$ cat src/vdbr_pkg.sv
// Shared types, constants and mode tables for the video display byte renderer.
// No dependencies; every other file imports this package.
package vdbr_pkg;

    localparam int MODE_W  = 6;
    localparam int ADDR_W  = 13;
    localparam int DATA_W  = 8;
    localparam int COL_W   = 4;
    localparam int X_W     = 9;
    localparam int Y_W     = 8;
    localparam int GLYPH_W = 8;
    localparam int CCOL_W  = 5;
    localparam int CROW_W  = 4;
    localparam int ART_W   = 2;
    localparam int PIX_W   = 3;

    // Mode bit positions.
    localparam int MB_CSS   = 3;
    localparam int MB_EXT   = 4;
    localparam int MB_GRAPH = 5;

    localparam logic [2:0] GM_SEVEN = 3'd7;

    localparam logic [ADDR_W-1:0] MODE7_LIMIT = 13'd6144;
    localparam logic [ADDR_W-1:0] TEXT_LIMIT  = 13'd512;
    localparam logic [10:0]       SCREEN_H    = 11'd192;

    localparam logic KIND_FILL = 1'b0;
    localparam logic KIND_CELL = 1'b1;

    localparam logic [ART_W-1:0] ART_OFF     = 2'd0;
    localparam logic [ART_W-1:0] ART_PHASE_A = 2'd1;
    localparam logic [ART_W-1:0] ART_PHASE_B = 2'd2;

    typedef enum logic [1:0] {
        JOB_SIMPLE = 2'd0,
        JOB_SEVEN  = 2'd1,
        JOB_TEXT   = 2'd2
    } t_job_kind;

    // Geometry of graphic modes 0..6.
    typedef struct packed {
        logic [ADDR_W-1:0] limit;  // first address out of range
        logic              wide;   // 32 bytes per row (8-pixel span) when set
        logic              bpp1;   // one bit per pixel when set
        logic              pw4;    // pixel width 4 when set, else 2
        logic [1:0]        h;      // pixel height in rows
    } t_gm_info;

    typedef struct packed {
        t_job_kind          kind;
        logic               css;
        logic               addr_zero;
        logic               bpp1;
        logic               wide;
        logic               pw4;
        logic [7:0]         x_base;
        logic [Y_W-1:0]     y;
        logic [Y_W-1:0]     bottom;
        logic [DATA_W-1:0]  data;
        logic [COL_W-1:0]   fg;
        logic [COL_W-1:0]   bg;
        logic [GLYPH_W-1:0] glyph;
        logic [CCOL_W-1:0]  ccol;
        logic [CROW_W-1:0]  crow;
    } t_job;

    typedef struct packed {
        logic               command_kind;
        logic [COL_W-1:0]   fill_colour;
        logic [X_W-1:0]     left_x;
        logic [X_W-1:0]     right_x;
        logic [Y_W-1:0]     top_y;
        logic [Y_W-1:0]     bottom_y;
        logic [GLYPH_W-1:0] glyph_code;
        logic [COL_W-1:0]   back_colour;
        logic [CCOL_W-1:0]  cell_column;
        logic [CROW_W-1:0]  cell_row;
        logic               last_of_run;
    } t_cmd;

    function automatic t_gm_info gm_info(input logic [2:0] gm);
        t_gm_info r;
        case (gm)
            3'd0:    r = '{limit: 13'd1024, wide: 1'b0, bpp1: 1'b0, pw4: 1'b1, h: 2'd3};
            3'd1:    r = '{limit: 13'd1024, wide: 1'b0, bpp1: 1'b1, pw4: 1'b0, h: 2'd3};
            3'd2:    r = '{limit: 13'd2048, wide: 1'b1, bpp1: 1'b0, pw4: 1'b0, h: 2'd3};
            3'd3:    r = '{limit: 13'd1536, wide: 1'b0, bpp1: 1'b1, pw4: 1'b0, h: 2'd2};
            3'd4:    r = '{limit: 13'd3072, wide: 1'b1, bpp1: 1'b0, pw4: 1'b0, h: 2'd2};
            3'd5:    r = '{limit: 13'd3072, wide: 1'b0, bpp1: 1'b1, pw4: 1'b0, h: 2'd1};
            3'd6:    r = '{limit: 13'd6144, wide: 1'b1, bpp1: 1'b0, pw4: 1'b0, h: 2'd1};
            default: r = '{limit: 13'd0,    wide: 1'b1, bpp1: 1'b1, pw4: 1'b0, h: 2'd1};
        endcase
        return r;
    endfunction

endpackage

$ cat src/vdbr_ifs.sv
// Handshake channel interfaces: video-memory write input, draw command output,
// and the configuration write channel. Depends on vdbr_pkg.
interface vdbr_item_if import vdbr_pkg::*; ();
    logic              valid;
    logic              ready;
    logic [MODE_W-1:0] mode_bits;
    logic [ADDR_W-1:0] address;
    logic [DATA_W-1:0] data_byte;

    modport source (output valid, mode_bits, address, data_byte, input ready);
    modport sink   (input valid, mode_bits, address, data_byte, output ready);
endinterface

interface vdbr_cmd_if import vdbr_pkg::*; ();
    logic               valid;
    logic               ready;
    logic               command_kind;
    logic [COL_W-1:0]   fill_colour;
    logic [X_W-1:0]     left_x;
    logic [X_W-1:0]     right_x;
    logic [Y_W-1:0]     top_y;
    logic [Y_W-1:0]     bottom_y;
    logic [GLYPH_W-1:0] glyph_code;
    logic [COL_W-1:0]   back_colour;
    logic [CCOL_W-1:0]  cell_column;
    logic [CROW_W-1:0]  cell_row;
    logic               last_of_run;

    modport source (output valid, command_kind, fill_colour, left_x, right_x, top_y,
                    bottom_y, glyph_code, back_colour, cell_column, cell_row,
                    last_of_run, input ready);
    modport sink   (input valid, command_kind, fill_colour, left_x, right_x, top_y,
                    bottom_y, glyph_code, back_colour, cell_column, cell_row,
                    last_of_run, output ready);
endinterface

interface vdbr_cfg_if import vdbr_pkg::*; ();
    logic             valid;
    logic             ready;
    logic [ART_W-1:0] data;

    modport source (output valid, data, input ready);
    modport sink   (input valid, data, output ready);
endinterface

$ cat src/vdbr_front.sv
// Front end: accepts video-memory writes, range-checks them and turns each
// into a job descriptor for the queue. Depends on vdbr_pkg and vdbr_ifs.
module vdbr_front import vdbr_pkg::*; (
    vdbr_item_if.sink i_item,
    input  logic      i_full,
    output logic      o_push,
    output t_job      o_push_job
);

    logic [MODE_W-1:0] mode;
    logic [ADDR_W-1:0] a;
    logic [DATA_W-1:0] b;
    logic              css;
    logic [2:0]        gm;
    t_gm_info          info;
    logic [8:0]        row_idx;
    logic [10:0]       y_full;
    logic [COL_W-1:0]  bgv;
    logic              keep;
    t_job              job;

    always_comb begin
        mode    = i_item.mode_bits;
        a       = i_item.address;
        b       = i_item.data_byte;
        css     = mode[MB_CSS];
        gm      = mode[2:0];
        info    = gm_info(gm);
        row_idx = info.wide ? {1'b0, a[12:5]} : a[12:4];
        y_full  = 11'(row_idx) * 11'(info.h);
        bgv     = css ? 4'd8 : 4'd1;
        keep    = 1'b0;
        job     = '0;
        job.css  = css;
        job.data = b;

        if (mode[MB_GRAPH]) begin
            if (gm == GM_SEVEN) begin
                job.kind      = JOB_SEVEN;
                job.x_base    = {a[4:0], 3'b000};
                job.y         = a[12:5];
                job.bottom    = a[12:5] + 8'd1;
                job.addr_zero = (a == '0);
                keep          = (a < MODE7_LIMIT);
            end else begin
                job.kind   = JOB_SIMPLE;
                job.bpp1   = info.bpp1;
                job.wide   = info.wide;
                job.pw4    = info.pw4;
                job.x_base = info.wide ? {a[4:0], 3'b000} : {a[3:0], 4'b0000};
                job.y      = y_full[7:0];
                job.bottom = y_full[7:0] + {6'b0, info.h};
                keep       = (a < info.limit) && (y_full < SCREEN_H);
            end
        end else begin
            job.kind = JOB_TEXT;
            job.ccol = a[4:0];
            job.crow = a[8:5];
            keep     = (a < TEXT_LIMIT);
            if (b inside {[8'd0:8'd31]}) begin
                job.glyph = b + 8'd32;
                job.fg    = bgv;
            end else if (b inside {[8'd32:8'd63]}) begin
                job.glyph = b - 8'd32;
                job.fg    = bgv;
            end else if (b inside {[8'd64:8'd95]}) begin
                job.glyph = b - 8'd32;
                job.bg    = bgv;
            end else if (b inside {[8'd96:8'd127]}) begin
                job.glyph = b - 8'd96;
                job.bg    = bgv;
            end else if (mode[MB_EXT]) begin
                // Semigraphics 6: two color bits from the byte, one from the color set.
                job.fg    = {1'b0, css, b[7:6]} + 4'd1;
                job.glyph = (b & 8'hBF) + 8'd32;
            end else begin
                // Semigraphics 4.
                job.fg    = {1'b0, b[6:4]} + 4'd1;
                job.glyph = {4'b0, b[3:0]} + 8'd96;
            end
        end
    end

    assign i_item.ready = !i_full;
    assign o_push       = i_item.valid && !i_full && keep;
    assign o_push_job   = job;

endmodule

$ cat src/vdbr_queue.sv
// Four-entry job queue between the front end and the command sequencer.
// Depends on vdbr_pkg.
module vdbr_queue import vdbr_pkg::*; (
    input  logic i_clk,
    input  logic i_rst_n,
    input  logic i_push,
    input  t_job i_push_job,
    input  logic i_pop,
    output logic o_full,
    output logic o_head_valid,
    output t_job o_head_job
);

    localparam int DEPTH = 4;
    localparam int PTR_W = $clog2(DEPTH);

    t_job             r_mem [DEPTH];
    logic [PTR_W-1:0] r_wr_ptr;
    logic [PTR_W-1:0] r_rd_ptr;
    logic [PTR_W:0]   r_count;

    always_ff @(posedge i_clk) begin
        if (i_push) begin
            r_mem[r_wr_ptr] <= i_push_job;
        end
    end

    always_ff @(posedge i_clk) begin
        if (!i_rst_n) begin
            r_wr_ptr <= '0;
            r_rd_ptr <= '0;
            r_count  <= '0;
        end else begin
            if (i_push) begin
                r_wr_ptr <= r_wr_ptr + 1'b1;
            end
            if (i_pop) begin
                r_rd_ptr <= r_rd_ptr + 1'b1;
            end
            r_count <= r_count + (PTR_W+1)'(i_push) - (PTR_W+1)'(i_pop);
        end
    end

    assign o_full       = (r_count == (PTR_W+1)'(DEPTH));
    assign o_head_valid = (r_count != '0);
    assign o_head_job   = r_mem[r_rd_ptr];

endmodule

$ cat src/vdbr_back.sv
// Command sequencer: walks the pixels of the head job, keeps the artifact color
// history and the configuration register, and drives the output register.
// Depends on vdbr_pkg and vdbr_ifs.
module vdbr_back import vdbr_pkg::*; (
    input  logic        i_clk,
    input  logic        i_rst_n,
    vdbr_cfg_if.sink    i_cfg,
    input  logic        i_head_valid,
    input  t_job        i_head_job,
    output logic        o_pop,
    vdbr_cmd_if.source  o_cmd
);

    logic [ART_W-1:0] r_art_mode;
    logic [COL_W-1:0] r_hist1, r_hist2, r_hist3;
    logic [COL_W-1:0] n_hist1, n_hist2, n_hist3;
    logic [PIX_W-1:0] r_pix, n_pix;
    logic [1:0]       r_art_cnt, n_art_cnt;
    logic             r_out_valid, n_out_valid;
    t_cmd             r_out, n_out;

    logic             step;
    logic             pop;
    logic             advance;
    logic [7:0]       xi;
    logic [X_W-1:0]   x_end;
    logic [3:0]       pix1;
    logic [X_W-1:0]   off;
    logic [X_W-1:0]   left;
    logic [DATA_W-1:0] shifted;
    logic [COL_W-1:0] c;
    logic             art_en;
    logic             lit;
    logic             fire;
    logic             clr;
    logic [COL_W-1:0] e1, e2, e3;
    logic [COL_W-1:0] ca;
    t_cmd             cmd;

    assign step = i_head_valid && (!r_out_valid || o_cmd.ready);

    always_comb begin
        n_hist1   = r_hist1;
        n_hist2   = r_hist2;
        n_hist3   = r_hist3;
        n_pix     = r_pix;
        n_art_cnt = r_art_cnt;
        pop       = 1'b0;
        advance   = 1'b0;
        cmd       = '0;
        xi        = i_head_job.x_base + {5'b0, r_pix};
        x_end     = {1'b0, i_head_job.x_base} + (i_head_job.wide ? 9'd8 : 9'd16);
        pix1      = {1'b0, r_pix} + 4'd1;
        off       = i_head_job.pw4 ? {3'b0, pix1, 2'b00} : {4'b0, pix1, 1'b0};
        left      = x_end - off;
        shifted   = i_head_job.data >> {r_pix[1:0], 1'b0};
        art_en    = (r_art_mode != ART_OFF) && i_head_job.css;
        lit       = i_head_job.data[3'd7 - r_pix];
        clr       = (r_pix == '0) && i_head_job.addr_zero;
        e1        = clr ? '0 : r_hist1;
        e2        = clr ? '0 : r_hist2;
        e3        = clr ? '0 : r_hist3;
        fire      = 1'b0;
        c         = '0;

        case (r_art_mode)
            ART_PHASE_A: ca = r_pix[0] ? 4'd3 : 4'd4;
            ART_PHASE_B: ca = r_pix[0] ? 4'd4 : 4'd3;
            default:     ca = 4'd1;
        endcase

        case (i_head_job.kind)
            JOB_TEXT: begin
                cmd.command_kind = KIND_CELL;
                cmd.fill_colour  = i_head_job.fg;
                cmd.glyph_code   = i_head_job.glyph;
                cmd.back_colour  = i_head_job.bg;
                cmd.cell_column  = i_head_job.ccol;
                cmd.cell_row     = i_head_job.crow;
                cmd.last_of_run  = 1'b1;
                pop              = 1'b1;
                n_hist1          = i_head_job.fg;
                n_hist2          = i_head_job.bg;
            end
            JOB_SIMPLE: begin
                if (i_head_job.bpp1) begin
                    c = i_head_job.data[r_pix] ? (i_head_job.css ? 4'd5 : 4'd1) : 4'd0;
                end else begin
                    c = {2'b0, shifted[1:0]} + 4'd1 + (i_head_job.css ? 4'd4 : 4'd0);
                end
                cmd.command_kind = KIND_FILL;
                cmd.fill_colour  = c;
                cmd.left_x       = left;
                cmd.right_x      = left + (i_head_job.pw4 ? 9'd4 : 9'd2);
                cmd.top_y        = i_head_job.y;
                cmd.bottom_y     = i_head_job.bottom;
                cmd.last_of_run  = (r_pix == (i_head_job.bpp1 ? 3'd7 : 3'd3));
                if (cmd.last_of_run) begin
                    pop   = 1'b1;
                    n_pix = '0;
                end else begin
                    n_pix = r_pix + 1'b1;
                end
            end
            JOB_SEVEN: begin
                cmd.command_kind = KIND_FILL;
                cmd.top_y        = i_head_job.y;
                cmd.bottom_y     = i_head_job.bottom;
                if (r_art_cnt == 2'd0) begin
                    c = lit ? (art_en ? 4'd5 : 4'd1) : 4'd0;
                    cmd.fill_colour = c;
                    cmd.left_x      = {1'b0, xi};
                    cmd.right_x     = {1'b0, xi} + 9'd1;
                    fire = art_en && (xi >= 8'd3) && lit && (e1 == '0) && (e2 != '0)
                           && (e3 == '0);
                    if (art_en) begin
                        n_hist3 = e2;
                        n_hist2 = e1;
                        n_hist1 = c;
                    end else begin
                        n_hist3 = e3;
                        n_hist2 = e2;
                        n_hist1 = e1;
                    end
                    if (fire) begin
                        n_art_cnt = 2'd1;
                    end else begin
                        advance = 1'b1;
                    end
                end else begin
                    cmd.fill_colour = ca;
                    cmd.left_x      = {1'b0, xi} - 9'd3 + {7'b0, r_art_cnt};
                    cmd.right_x     = {1'b0, xi} - 9'd2 + {7'b0, r_art_cnt};
                    if (r_art_cnt == 2'd3) begin
                        n_art_cnt = 2'd0;
                        advance   = 1'b1;
                    end else begin
                        n_art_cnt = r_art_cnt + 2'd1;
                    end
                end
                if (advance) begin
                    cmd.last_of_run = (r_pix == 3'd7);
                    if (r_pix == 3'd7) begin
                        pop   = 1'b1;
                        n_pix = '0;
                    end else begin
                        n_pix = r_pix + 1'b1;
                    end
                end
            end
            default: begin
                pop = 1'b1;
            end
        endcase

        n_out       = cmd;
        n_out_valid = step ? 1'b1 : (o_cmd.ready ? 1'b0 : r_out_valid);
    end

    always_ff @(posedge i_clk) begin
        if (!i_rst_n) begin
            r_art_mode  <= ART_OFF;
            r_hist1     <= '0;
            r_hist2     <= '0;
            r_hist3     <= '0;
            r_pix       <= '0;
            r_art_cnt   <= '0;
            r_out_valid <= 1'b0;
        end else begin
            if (i_cfg.valid) begin
                r_art_mode <= i_cfg.data;
            end
            r_out_valid <= n_out_valid;
            if (step) begin
                r_hist1   <= n_hist1;
                r_hist2   <= n_hist2;
                r_hist3   <= n_hist3;
                r_pix     <= n_pix;
                r_art_cnt <= n_art_cnt;
            end
        end
    end

    always_ff @(posedge i_clk) begin
        if (step) begin
            r_out <= n_out;
        end
    end

    assign o_pop       = step && pop;
    assign i_cfg.ready = 1'b1;

    assign o_cmd.valid        = r_out_valid;
    assign o_cmd.command_kind = r_out.command_kind;
    assign o_cmd.fill_colour  = r_out.fill_colour;
    assign o_cmd.left_x       = r_out.left_x;
    assign o_cmd.right_x      = r_out.right_x;
    assign o_cmd.top_y        = r_out.top_y;
    assign o_cmd.bottom_y     = r_out.bottom_y;
    assign o_cmd.glyph_code   = r_out.glyph_code;
    assign o_cmd.back_colour  = r_out.back_colour;
    assign o_cmd.cell_column  = r_out.cell_column;
    assign o_cmd.cell_row     = r_out.cell_row;
    assign o_cmd.last_of_run  = r_out.last_of_run;

endmodule

$ cat src/video_display_byte_renderer.sv
// Top level of the video display byte renderer: front end, job queue and
// command sequencer. Depends on vdbr_pkg, vdbr_ifs and the three submodules.
//
//  Channel   Direction  Carries
//  i_item    in         mode_bits, address, data_byte (one video-memory write)
//  o_cmd     out        one draw command (fill rectangle or character cell)
//  i_cfg     in         artifact_mode write data (always ready)
//
// The sequencer emits one command per clock unless o_cmd stalls; a write causes
// 1 command for a text cell, 4 or 8 for graphic modes 0..6, and 8 to 20 for
// mode 7 with artifacting. Out-of-range writes are dropped in the front end and
// never reach the sequencer. The four-entry queue lets writes be accepted
// while earlier ones are still drawing; i_item.ready falls only when it is full.
// Reset is synchronous and active low; it clears the queue, the color history
// and the artifact register. A stalled o_cmd holds the sequencer in place.
module video_display_byte_renderer import vdbr_pkg::*; (
    input  logic        i_clk,
    input  logic        i_rst_n,
    vdbr_item_if.sink   i_item,
    vdbr_cfg_if.sink    i_cfg,
    vdbr_cmd_if.source  o_cmd
);

    logic push;
    t_job push_job;
    logic full;
    logic head_valid;
    t_job head_job;
    logic pop;

    // Classification and range checks happen combinationally at acceptance.
    vdbr_front u_front (
        .i_item     (i_item),
        .i_full     (full),
        .o_push     (push),
        .o_push_job (push_job)
    );

    // The queue decouples acceptance from command emission.
    vdbr_queue u_queue (
        .i_clk        (i_clk),
        .i_rst_n      (i_rst_n),
        .i_push       (push),
        .i_push_job   (push_job),
        .i_pop        (pop),
        .o_full       (full),
        .o_head_valid (head_valid),
        .o_head_job   (head_job)
    );

    // The sequencer pops a job in the same cycle that its final command is registered.
    vdbr_back u_back (
        .i_clk        (i_clk),
        .i_rst_n      (i_rst_n),
        .i_cfg        (i_cfg),
        .i_head_valid (head_valid),
        .i_head_job   (head_job),
        .o_pop        (pop),
        .o_cmd        (o_cmd)
    );

endmodule
$ cat src/flat_wrapper.sv
// flat-port wrapper written by rule: the top's interface ports become plain ports
module video_display_byte_renderer_flat import vdbr_pkg::*;
  (i_clk, i_rst_n, i_item_valid, i_item_mode_bits, i_item_address, i_item_data_byte, i_item_ready, i_cfg_valid, i_cfg_data, i_cfg_ready, o_cmd_valid, o_cmd_command_kind, o_cmd_fill_colour, o_cmd_left_x, o_cmd_right_x, o_cmd_top_y, o_cmd_bottom_y, o_cmd_glyph_code, o_cmd_back_colour, o_cmd_cell_column, o_cmd_cell_row, o_cmd_last_of_run, o_cmd_ready);
  vdbr_item_if i_item_i ();
  vdbr_cfg_if i_cfg_i ();
  vdbr_cmd_if o_cmd_i ();
  input  logic i_clk;
  input  logic i_rst_n;
  input wire logic [$bits(i_item_i.valid)-1:0] i_item_valid;
  input wire logic [$bits(i_item_i.mode_bits)-1:0] i_item_mode_bits;
  input wire logic [$bits(i_item_i.address)-1:0] i_item_address;
  input wire logic [$bits(i_item_i.data_byte)-1:0] i_item_data_byte;
  output wire logic [$bits(i_item_i.ready)-1:0] i_item_ready;
  input wire logic [$bits(i_cfg_i.valid)-1:0] i_cfg_valid;
  input wire logic [$bits(i_cfg_i.data)-1:0] i_cfg_data;
  output wire logic [$bits(i_cfg_i.ready)-1:0] i_cfg_ready;
  output wire logic [$bits(o_cmd_i.valid)-1:0] o_cmd_valid;
  output wire logic [$bits(o_cmd_i.command_kind)-1:0] o_cmd_command_kind;
  output wire logic [$bits(o_cmd_i.fill_colour)-1:0] o_cmd_fill_colour;
  output wire logic [$bits(o_cmd_i.left_x)-1:0] o_cmd_left_x;
  output wire logic [$bits(o_cmd_i.right_x)-1:0] o_cmd_right_x;
  output wire logic [$bits(o_cmd_i.top_y)-1:0] o_cmd_top_y;
  output wire logic [$bits(o_cmd_i.bottom_y)-1:0] o_cmd_bottom_y;
  output wire logic [$bits(o_cmd_i.glyph_code)-1:0] o_cmd_glyph_code;
  output wire logic [$bits(o_cmd_i.back_colour)-1:0] o_cmd_back_colour;
  output wire logic [$bits(o_cmd_i.cell_column)-1:0] o_cmd_cell_column;
  output wire logic [$bits(o_cmd_i.cell_row)-1:0] o_cmd_cell_row;
  output wire logic [$bits(o_cmd_i.last_of_run)-1:0] o_cmd_last_of_run;
  input wire logic [$bits(o_cmd_i.ready)-1:0] o_cmd_ready;
  assign i_item_i.valid = i_item_valid;
  assign i_item_i.mode_bits = i_item_mode_bits;
  assign i_item_i.address = i_item_address;
  assign i_item_i.data_byte = i_item_data_byte;
  assign i_item_ready = i_item_i.ready;
  assign i_cfg_i.valid = i_cfg_valid;
  assign i_cfg_i.data = i_cfg_data;
  assign i_cfg_ready = i_cfg_i.ready;
  assign o_cmd_valid = o_cmd_i.valid;
  assign o_cmd_command_kind = o_cmd_i.command_kind;
  assign o_cmd_fill_colour = o_cmd_i.fill_colour;
  assign o_cmd_left_x = o_cmd_i.left_x;
  assign o_cmd_right_x = o_cmd_i.right_x;
  assign o_cmd_top_y = o_cmd_i.top_y;
  assign o_cmd_bottom_y = o_cmd_i.bottom_y;
  assign o_cmd_glyph_code = o_cmd_i.glyph_code;
  assign o_cmd_back_colour = o_cmd_i.back_colour;
  assign o_cmd_cell_column = o_cmd_i.cell_column;
  assign o_cmd_cell_row = o_cmd_i.cell_row;
  assign o_cmd_last_of_run = o_cmd_i.last_of_run;
  assign o_cmd_i.ready = o_cmd_ready;
  video_display_byte_renderer u_core (.i_clk(i_clk), .i_rst_n(i_rst_n), .i_item(i_item_i), .i_cfg(i_cfg_i), .o_cmd(o_cmd_i));
endmodule
$ cat config.mk
export PLATFORM = sky130hd
export DESIGN_NAME = video_display_byte_renderer_flat
export DESIGN_NICKNAME = d
export VERILOG_FILES = /design/src/vdbr_pkg.sv /design/src/vdbr_ifs.sv /design/src/vdbr_front.sv /design/src/vdbr_queue.sv /design/src/vdbr_back.sv /design/src/video_display_byte_renderer.sv /design/src/flat_wrapper.sv
export SDC_FILE = /design/constraint.sdc
export NUM_CORES = 1
export LEC_CHECK = 0
export BUFFER_PORTS_ARGS = -buffer_cell sky130_fd_sc_hd__buf_2
export CAP_MARGIN = 20
export CELL_PAD_IN_SITES_DETAIL_PLACEMENT = 1
export CELL_PAD_IN_SITES_GLOBAL_PLACEMENT = 1
export CORE_MARGIN = 5
export CORE_UTILIZATION = 50
export DETAILED_ROUTE_END_ITERATION = 16
export PLACE_DENSITY = 0.88
export SETUP_SLACK_MARGIN = 0.4
export SLEW_MARGIN = 0
export SYNTH_ARGS = -nofsm -noshare
export SYNTH_HDL_FRONTEND = slang
export SYNTH_HIERARCHICAL = 1
export SYNTH_SLANG_ARGS = --single-unit
$ cat constraint.sdc
create_clock -name i_clk -period 10.31 [get_ports i_clk]
set_input_delay 0.5155 -clock i_clk [delete_from_list [all_inputs] [get_ports i_clk]]
set_output_delay 0.5155 -clock i_clk [all_outputs]
set_load 0.02 [all_outputs]
==> Word level (Yosys, flattened, before mapping) <==
Memories as Yosys holds them, arrays and structs flattened. A register that Yosys moved wholly into a read port is not among the register bits.
Cells that the tools add are included.
{ "word_totals": {"romBits": 0, "out_inout_bits": 64, "register_bits": 88, "mem_bits_rw": 256, "latch_bits": 0, "memories": 1} }
{ "op_classes": {"add_sub_neg": 28, "n_bitwise": 0, "div_mod_pow": 0, "eq_ne": 18, "muxes": 79, "n_shift": 1, "n_lt_le_gt_ge": 15, "multipliers": 1, "reduce_logical": 36} }
{ "mem_list": {"columns": ["memory", "words", "word_bits", "read_ports", "rd_clocked_by_memory_dff", "wr", "line_no", "source"], "rows": [
  ["u_core.u_queue.r_mem", 4, 64, 1, 1, 1, "vdbr_queue.sv:17", "t_job r_mem [DEPTH];"]
]} }
{ "ops": {"columns": ["cell", "n"], "rows": [
  ["case mux 18 bit (7 select lines)", 1],
  ["two-way mux 4 bit", 18],
  ["case mux 34 bit (2 select lines)", 1],
  ["two-way mux 8 bit", 5],
  ["two-way mux 3 bit", 13],
  ["two-way mux 28 bit", 1],
  ["two-way mux 25 bit", 1],
  ["two-way mux 24 bit", 1],
  ["two-way mux 22 bit", 1],
  ["adder 9 x 2 -> 9 bit", 2],
  ["== test 3 bit (second input constant)", 6],
  ["two-way mux 1 bit", 18],
  ["subtractor 8 x 2 -> 9 bit (second input constant)", 2],
  ["adder 8 x 6 -> 8 bit (second input constant)", 2],
  [">= comparator 8 x 7 -> 1 bit (second input constant)", 2],
  ["less-or-equal comparator 8 x 7 -> 1 bit (second input constant)", 2],
  ["logical AND 1 bit", 16],
  ["case mux 4 bit (2 select lines)", 2],
  ["case mux 5 bit (3 select lines)", 1],
  ["logical NOT 13 bit", 1],
  ["< comparator 13 x 10 -> 1 bit (second input constant)", 1],
  ["< comparator 13 bit", 1],
  ["< comparator 13 bit (second input constant)", 1],
  ["adder 3 x 1 -> 4 bit (second input constant)", 3],
  ["51 further kinds", 76]
]} }

==> Longest topological paths before layout <==
{ "logic_depth": {"ltp_word": 15, "mapped_depth": 22, "depth_no_buf": 19} }

==> Modules after synthesis <==
The synthesis kept the hierarchy.
{ "modules_own_cells": {"columns": ["mod", "area_per_inst_um2", "instances", "seq_area_each_um2", "cells_per_inst"], "rows": [
  ["vdbr_queue", 9754.4, 1, 7867.5, 377],
  ["vdbr_back", 5756.8, 1, 2232.1, 570],
  ["vdbr_front", 1906.8, 1, 0.0, 302]
]} }

==> Least setup slack after synthesis <==
OpenSTA, ideal clock, no wires.
{ "synth_timing": {"path_kind": "input to register", "from": "input i_item_mode_bits[1]", "to": "memory u_core/u_queue/r_mem[0][0] (netlist name) (enable)", "setup_slack_ns": 4.821, "cell_stages": 17, "n_path_buf": 2, "setup_ns": 0.429, "required_time_ns": 9.881, "arrival_time_ns": 5.060, "cell_sequence": "clkbuf_1 nor2b_1 nor2_1 a21oi_2 buf_4 mux2i_1 nor2_1 ha_1 inv_1 fa_1 nor2b_1 o31a_1 o21a_1 nor3_1 a211oi_1 nor3_1 and2_1"} }
{ "synth_via": {"elab_chain_cells": 11, "word_cells_on_any_way": 19, "classes_between": "1 x mul; 2 x order compare; 7 x eq/ne; 6 x mux; 3 x reduce/logical"} }
{ "synth_lines": {"columns": ["element", "line_no", "source"], "rows": [
  ["start: declaration", "flat_wrapper.sv:10", "input wire logic [$bits(i_item_i.mode_bits)-1:0] i_item_mode_bits;"],
  ["== test 3 bit, or another cell as far along", "vdbr_pkg.sv:84", "case (gm)"],
  ["case mux 18 bit (7 select lines)", "vdbr_pkg.sv:84", null],
  ["two-way mux 9 bit", "vdbr_front.sv:29", "row_idx = info.wide ? {1'b0, a[12:5]} : a[12:4];"],
  ["multiplier 9 x 2 -> 11 bit", "vdbr_front.sv:30", "y_full = 11'(row_idx) * 11'(info.h);"],
  ["< comparator 11 x 8 -> 1 bit", "vdbr_front.sv:53", "keep = (a < info.limit) && (y_full < SCREEN_H);"],
  ["logical AND 1 bit", "vdbr_front.sv:53", null],
  ["two-way mux 1 bit *", "vdbr_front.sv:38", "if (gm == GM_SEVEN) begin"],
  ["two-way mux 1 bit *", "vdbr_front.sv:37", "if (mode[MB_GRAPH]) begin"],
  ["logical AND 1 bit *", "vdbr_front.sv:85", "assign o_push = i_item.valid && !i_full && keep;"],
  ["named net u_core.push", "video_display_byte_renderer.sv:24", "logic push;"],
  ["two-way mux 1 bit *", "vdbr_queue.sv:23", "if (i_push) begin"],
  ["two-way mux 1 bit (implied by the code) *", "vdbr_queue.sv:24", "r_mem[r_wr_ptr] <= i_push_job;"],
  ["end: declaration", "vdbr_queue.sv:17", null]
]} }
The timed path passes the listed nets; every way through them passes the cells marked *.

==> key figures <==
Power and ir drop
  – Peak supply drop: 197 uV
  – Sequential Power Share: 0.357
  – Net Sw Frac: 0.370
  – Combinational Power Share: 0.398
  – Leakage: 6.93 nW
  – P_sw: 1.98 mW
  – P_int: 3.36 mW
  – Power per cell area: 277 nW/um2
  – Clock share of power: 0.245

Clock tree
  – Clock Tree Buf Depth: 3
  – Post-CTS resize count: 0
  – Post-cts hold buffer count: 0
  – Number of buffers created by CTS: 38
  – Clk sinks: 346
  – CTS root buf: clkbuf_16
  – Setup bufs post-CTS: 0
  – Clock slew at reported path FFs: 60 ps
  – CTS tree: yes
  – CTS H-tree depth: 2
  – Skew-Pair Late Insertion Delay: 550 ps

Yosys
  – Mapped Cells: 1,249
  – Post-synth ARST share: 0
  – Post-synth top cells: 317 x edfxtp_1, 78 x nor2_1, 72 x nand2_1
  – Top cell type's share of synthesized area: 0.547
  – Top cells by area, synth: edfxtp_1 55%, mux4_2 8.3%, ha_1 4.7%, dfxtp_1 3.3%, mux2i_1 1.9%
  – Post-synth cell types: 89
  – Predominant post-synthesis flop cell: edfxtp_1
  – Sequential cell area fraction in the yosys report: 0.580
  – Number of flops mapped to enable cells by yosys: 317
  – Flops & latches, synth: 346
  – Multiplexer area fraction after synthesis: 0.111
  – Post-Synth Adder-Cell Area: 0.0582
  – Simple-gate share of the synthesized area: 0.105
  – Synth area leader: edfxtp_1
  – Avg Cell Area, Syn: 13.9 um2
  – Compound-gate portion of the synthesized area: 0.0757
  – Ys Warns: 6
  – Post-synthesis xor/xnor area fraction: 0.0290
  – Largest family of logic cells by synthesized area: multiplexers
  – Synthesized area: 17,400 um2
  – Count leader, synth: edfxtp_1

Timing
  – Worst setup margin: 4410 ps
  – Setup violators final: 0
  – TNS Setup: 0 ps
  – Final Slew Violations: 0
  – Skew final: 24.6 ps
  – Slew headroom: 0.298
  – Worst-margin pin slew: 1050 ps
  – Final period util: 0.572
  – RSZ-0062 raised after global routing: false
  – Crit path time final: 5900 ps
  – Max frequency: 170 MHz
  – Final Hold Viols: 0

Drt
  – Final WL: 45,100 um
  – Antenna viol nets, final: 0
  – Vias/cell: 6.06
  – Vias: 10,958
  – DRC: 0
  – WL/cell: 25.0 um
  – First-pass detailed-route iteration total: 6
  – Initial DRC count: 892

Global route
  – Largest net degree at the start of global routing: 67
  – Initial antenna violation count: 0
  – First-pass GRT wire length: 70,500 um
  – Total gr overflow: 0
  – Vias in the first global route: 11,769
  – GRT Util Overall: 0.233

Place
  – DP HPWL: 30,100 um
  – # port buffers: 96
  – Pre-CTS setup slack: 4120 ps
  – Gpl congestion: 0.886

Die
  – Core outline area: 34,500 um2
  – Die area: 38,700 um2
  – Die Y: 197 um
  – Core Rows: 68
  – Initial Util: 0.505
  – Chip width: 197 um
  – I/O pin count: 98

Run
  – Max_cap viols: 0

Setup path
  – CP startpoint kind: register
  – Critical Path Fanout Max: 36
  – CP arrival: 6360 ps
  – Worst EP required: 10,770 ps
  – WS Path Type: register to register
  – Setup crit end kind: register

Cells and area
  – NumNets Final: 1,431
  – Share of cells above drive strength 1: 0.206
  – Synthesis-to-finish area growth: 10.8%
  – Fillcell total: 3,366

Status
  – Status: complete, no violations

Worst hold path
  – Worst min path class: input pin to register
-- flip-flops by register name, summed over array words and instances, names as in the netlist, 2 cells and up, named ones only --
signal and flops:
u_core/u_queue/r_count 3, u_core/u_back/r_art_mode 2, u_core/u_back/r_art_cnt 2, u_core/u_back/o_cmd.back_colour 4, u_core/u_back/r_hist3 4, u_core/u_queue/r_mem 256, u_core/u_queue/r_rd_ptr 2, u_core/u_back/r_hist2 4
u_core/u_back/o_cmd.cell_row 4, u_core/u_back/o_cmd.glyph_code 8, u_core/u_back/o_cmd.left_x 9, u_core/u_back/o_cmd.fill_colour 4, u_core/u_back/r_pix 3, u_core/u_back/r_hist1 4, u_core/u_back/o_cmd.top_y 8, u_core/u_queue/r_wr_ptr 2
u_core/u_back/o_cmd.right_x 9, u_core/u_back/o_cmd.cell_column 5, u_core/u_back/o_cmd.bottom_y 8
-- worst paths after layout --
check                                                start  cells after the start  slack [ps]                     endpoint
worst max-delay path                              register                     18        4410    u_core/u_queue/r_count[2]
worst min-delay path                   i_item_data_byte[2]                      1         240  u_core/u_queue/r_mem[1][27]
worst max register to register                    register                     18        4410    u_core/u_queue/r_count[2]
worst min register to register  u_core/u_back/r_art_cnt[0]                      1         540   u_core/u_back/r_art_cnt[0]
-- layout make-up --
cell class / count / area (um2) / share of cell area
Timing Repair Buffer: 107 / 583 / 0.0302
Inverter: 57 / 214 / 0.0111
Clock buffer: 43 / 991 / 0.0513
Sequential cell: 346 / 10100 / 0.523
Multi-Input combinational cell: 772 / 6640 / 0.344
Tap cell: 455 / 569 / 0.0295
Antenna cell: 1 / 2.50 / 0.000130
Clock inverter: 26 / 206 / 0.0107
-- cells in the final DEF (no fill, tap or decap), types with 28 or more instances in the layout --
master / instances
a21oi_1: 39
and2_1: 28
buf_2: 96
clkbuf_16: 39
edfxtp_1: 317
ha_1: 65
inv_1: 51
mux2i_1: 33
mux4_2: 64
nand2_1: 72
nor2_1: 78
nor2b_1: 52
-- through the flow --
stage	total power, mW	instances	utilization	hold slack [ps]	instance area (um2)
after floorplan	3.49	1253	-	489	17400
after global placement	3.93	1736	0.525	505	18100
after detailed placement	4.04	1736	0.525	528	18100
after CTS	5.38	1805	0.559	223	19300
after global routing	5.65	1806	0.560	232	19300
final	5.34	1807	0.560	242	19300
-- power groups by stage --
stage                     registers (mW)  clock network, mW  logic [mW]
after detailed placement            1.94                  0        2.11
after global placement              1.92                  0        2.01
after floorplan                     2.04                  0        1.44
after global routing                1.93               1.41        2.31
final                               1.91               1.31        2.13
after CTS                           1.91               1.34        2.14
-- routing by layer --
metal,GRT usage,share of wire,up-vias
met1,0.301,0.40,5624
met3,0.0326,0.051,82
li1,-,-,4837
met4,0.0655,0.026,0
met2,0.414,0.53,415
met5,0,0,-
-- cell families after synthesis --
kind of cell,count (synthesis)
AO/OA/AOI/OAI,183
XOR/XNOR,50
adder cells (fa/ha/maj),75
buffers and inverters,135
flip-flops,346
multiplexers,106
other,2
AND/OR/NAND/NOR,352
-- worst max-delay path, cell delays in order, from the launching register on --
cell and delay, ps:
dfxtp_4 830, mux4_2 640, ha_1 310, fa_1 590
a21o_1 250, nand2_1 140, xor2_2 340, ha_1 280
o21ai_0 130, nand2_1 110, a211oi_2 70, a211oi_1 340
o21ai_1 290, ha_1 390, inv_1 50, ha_1 200
fa_1 390, xor3_1 370, nor2_1 100
Power figures use the tool's default switching activity.
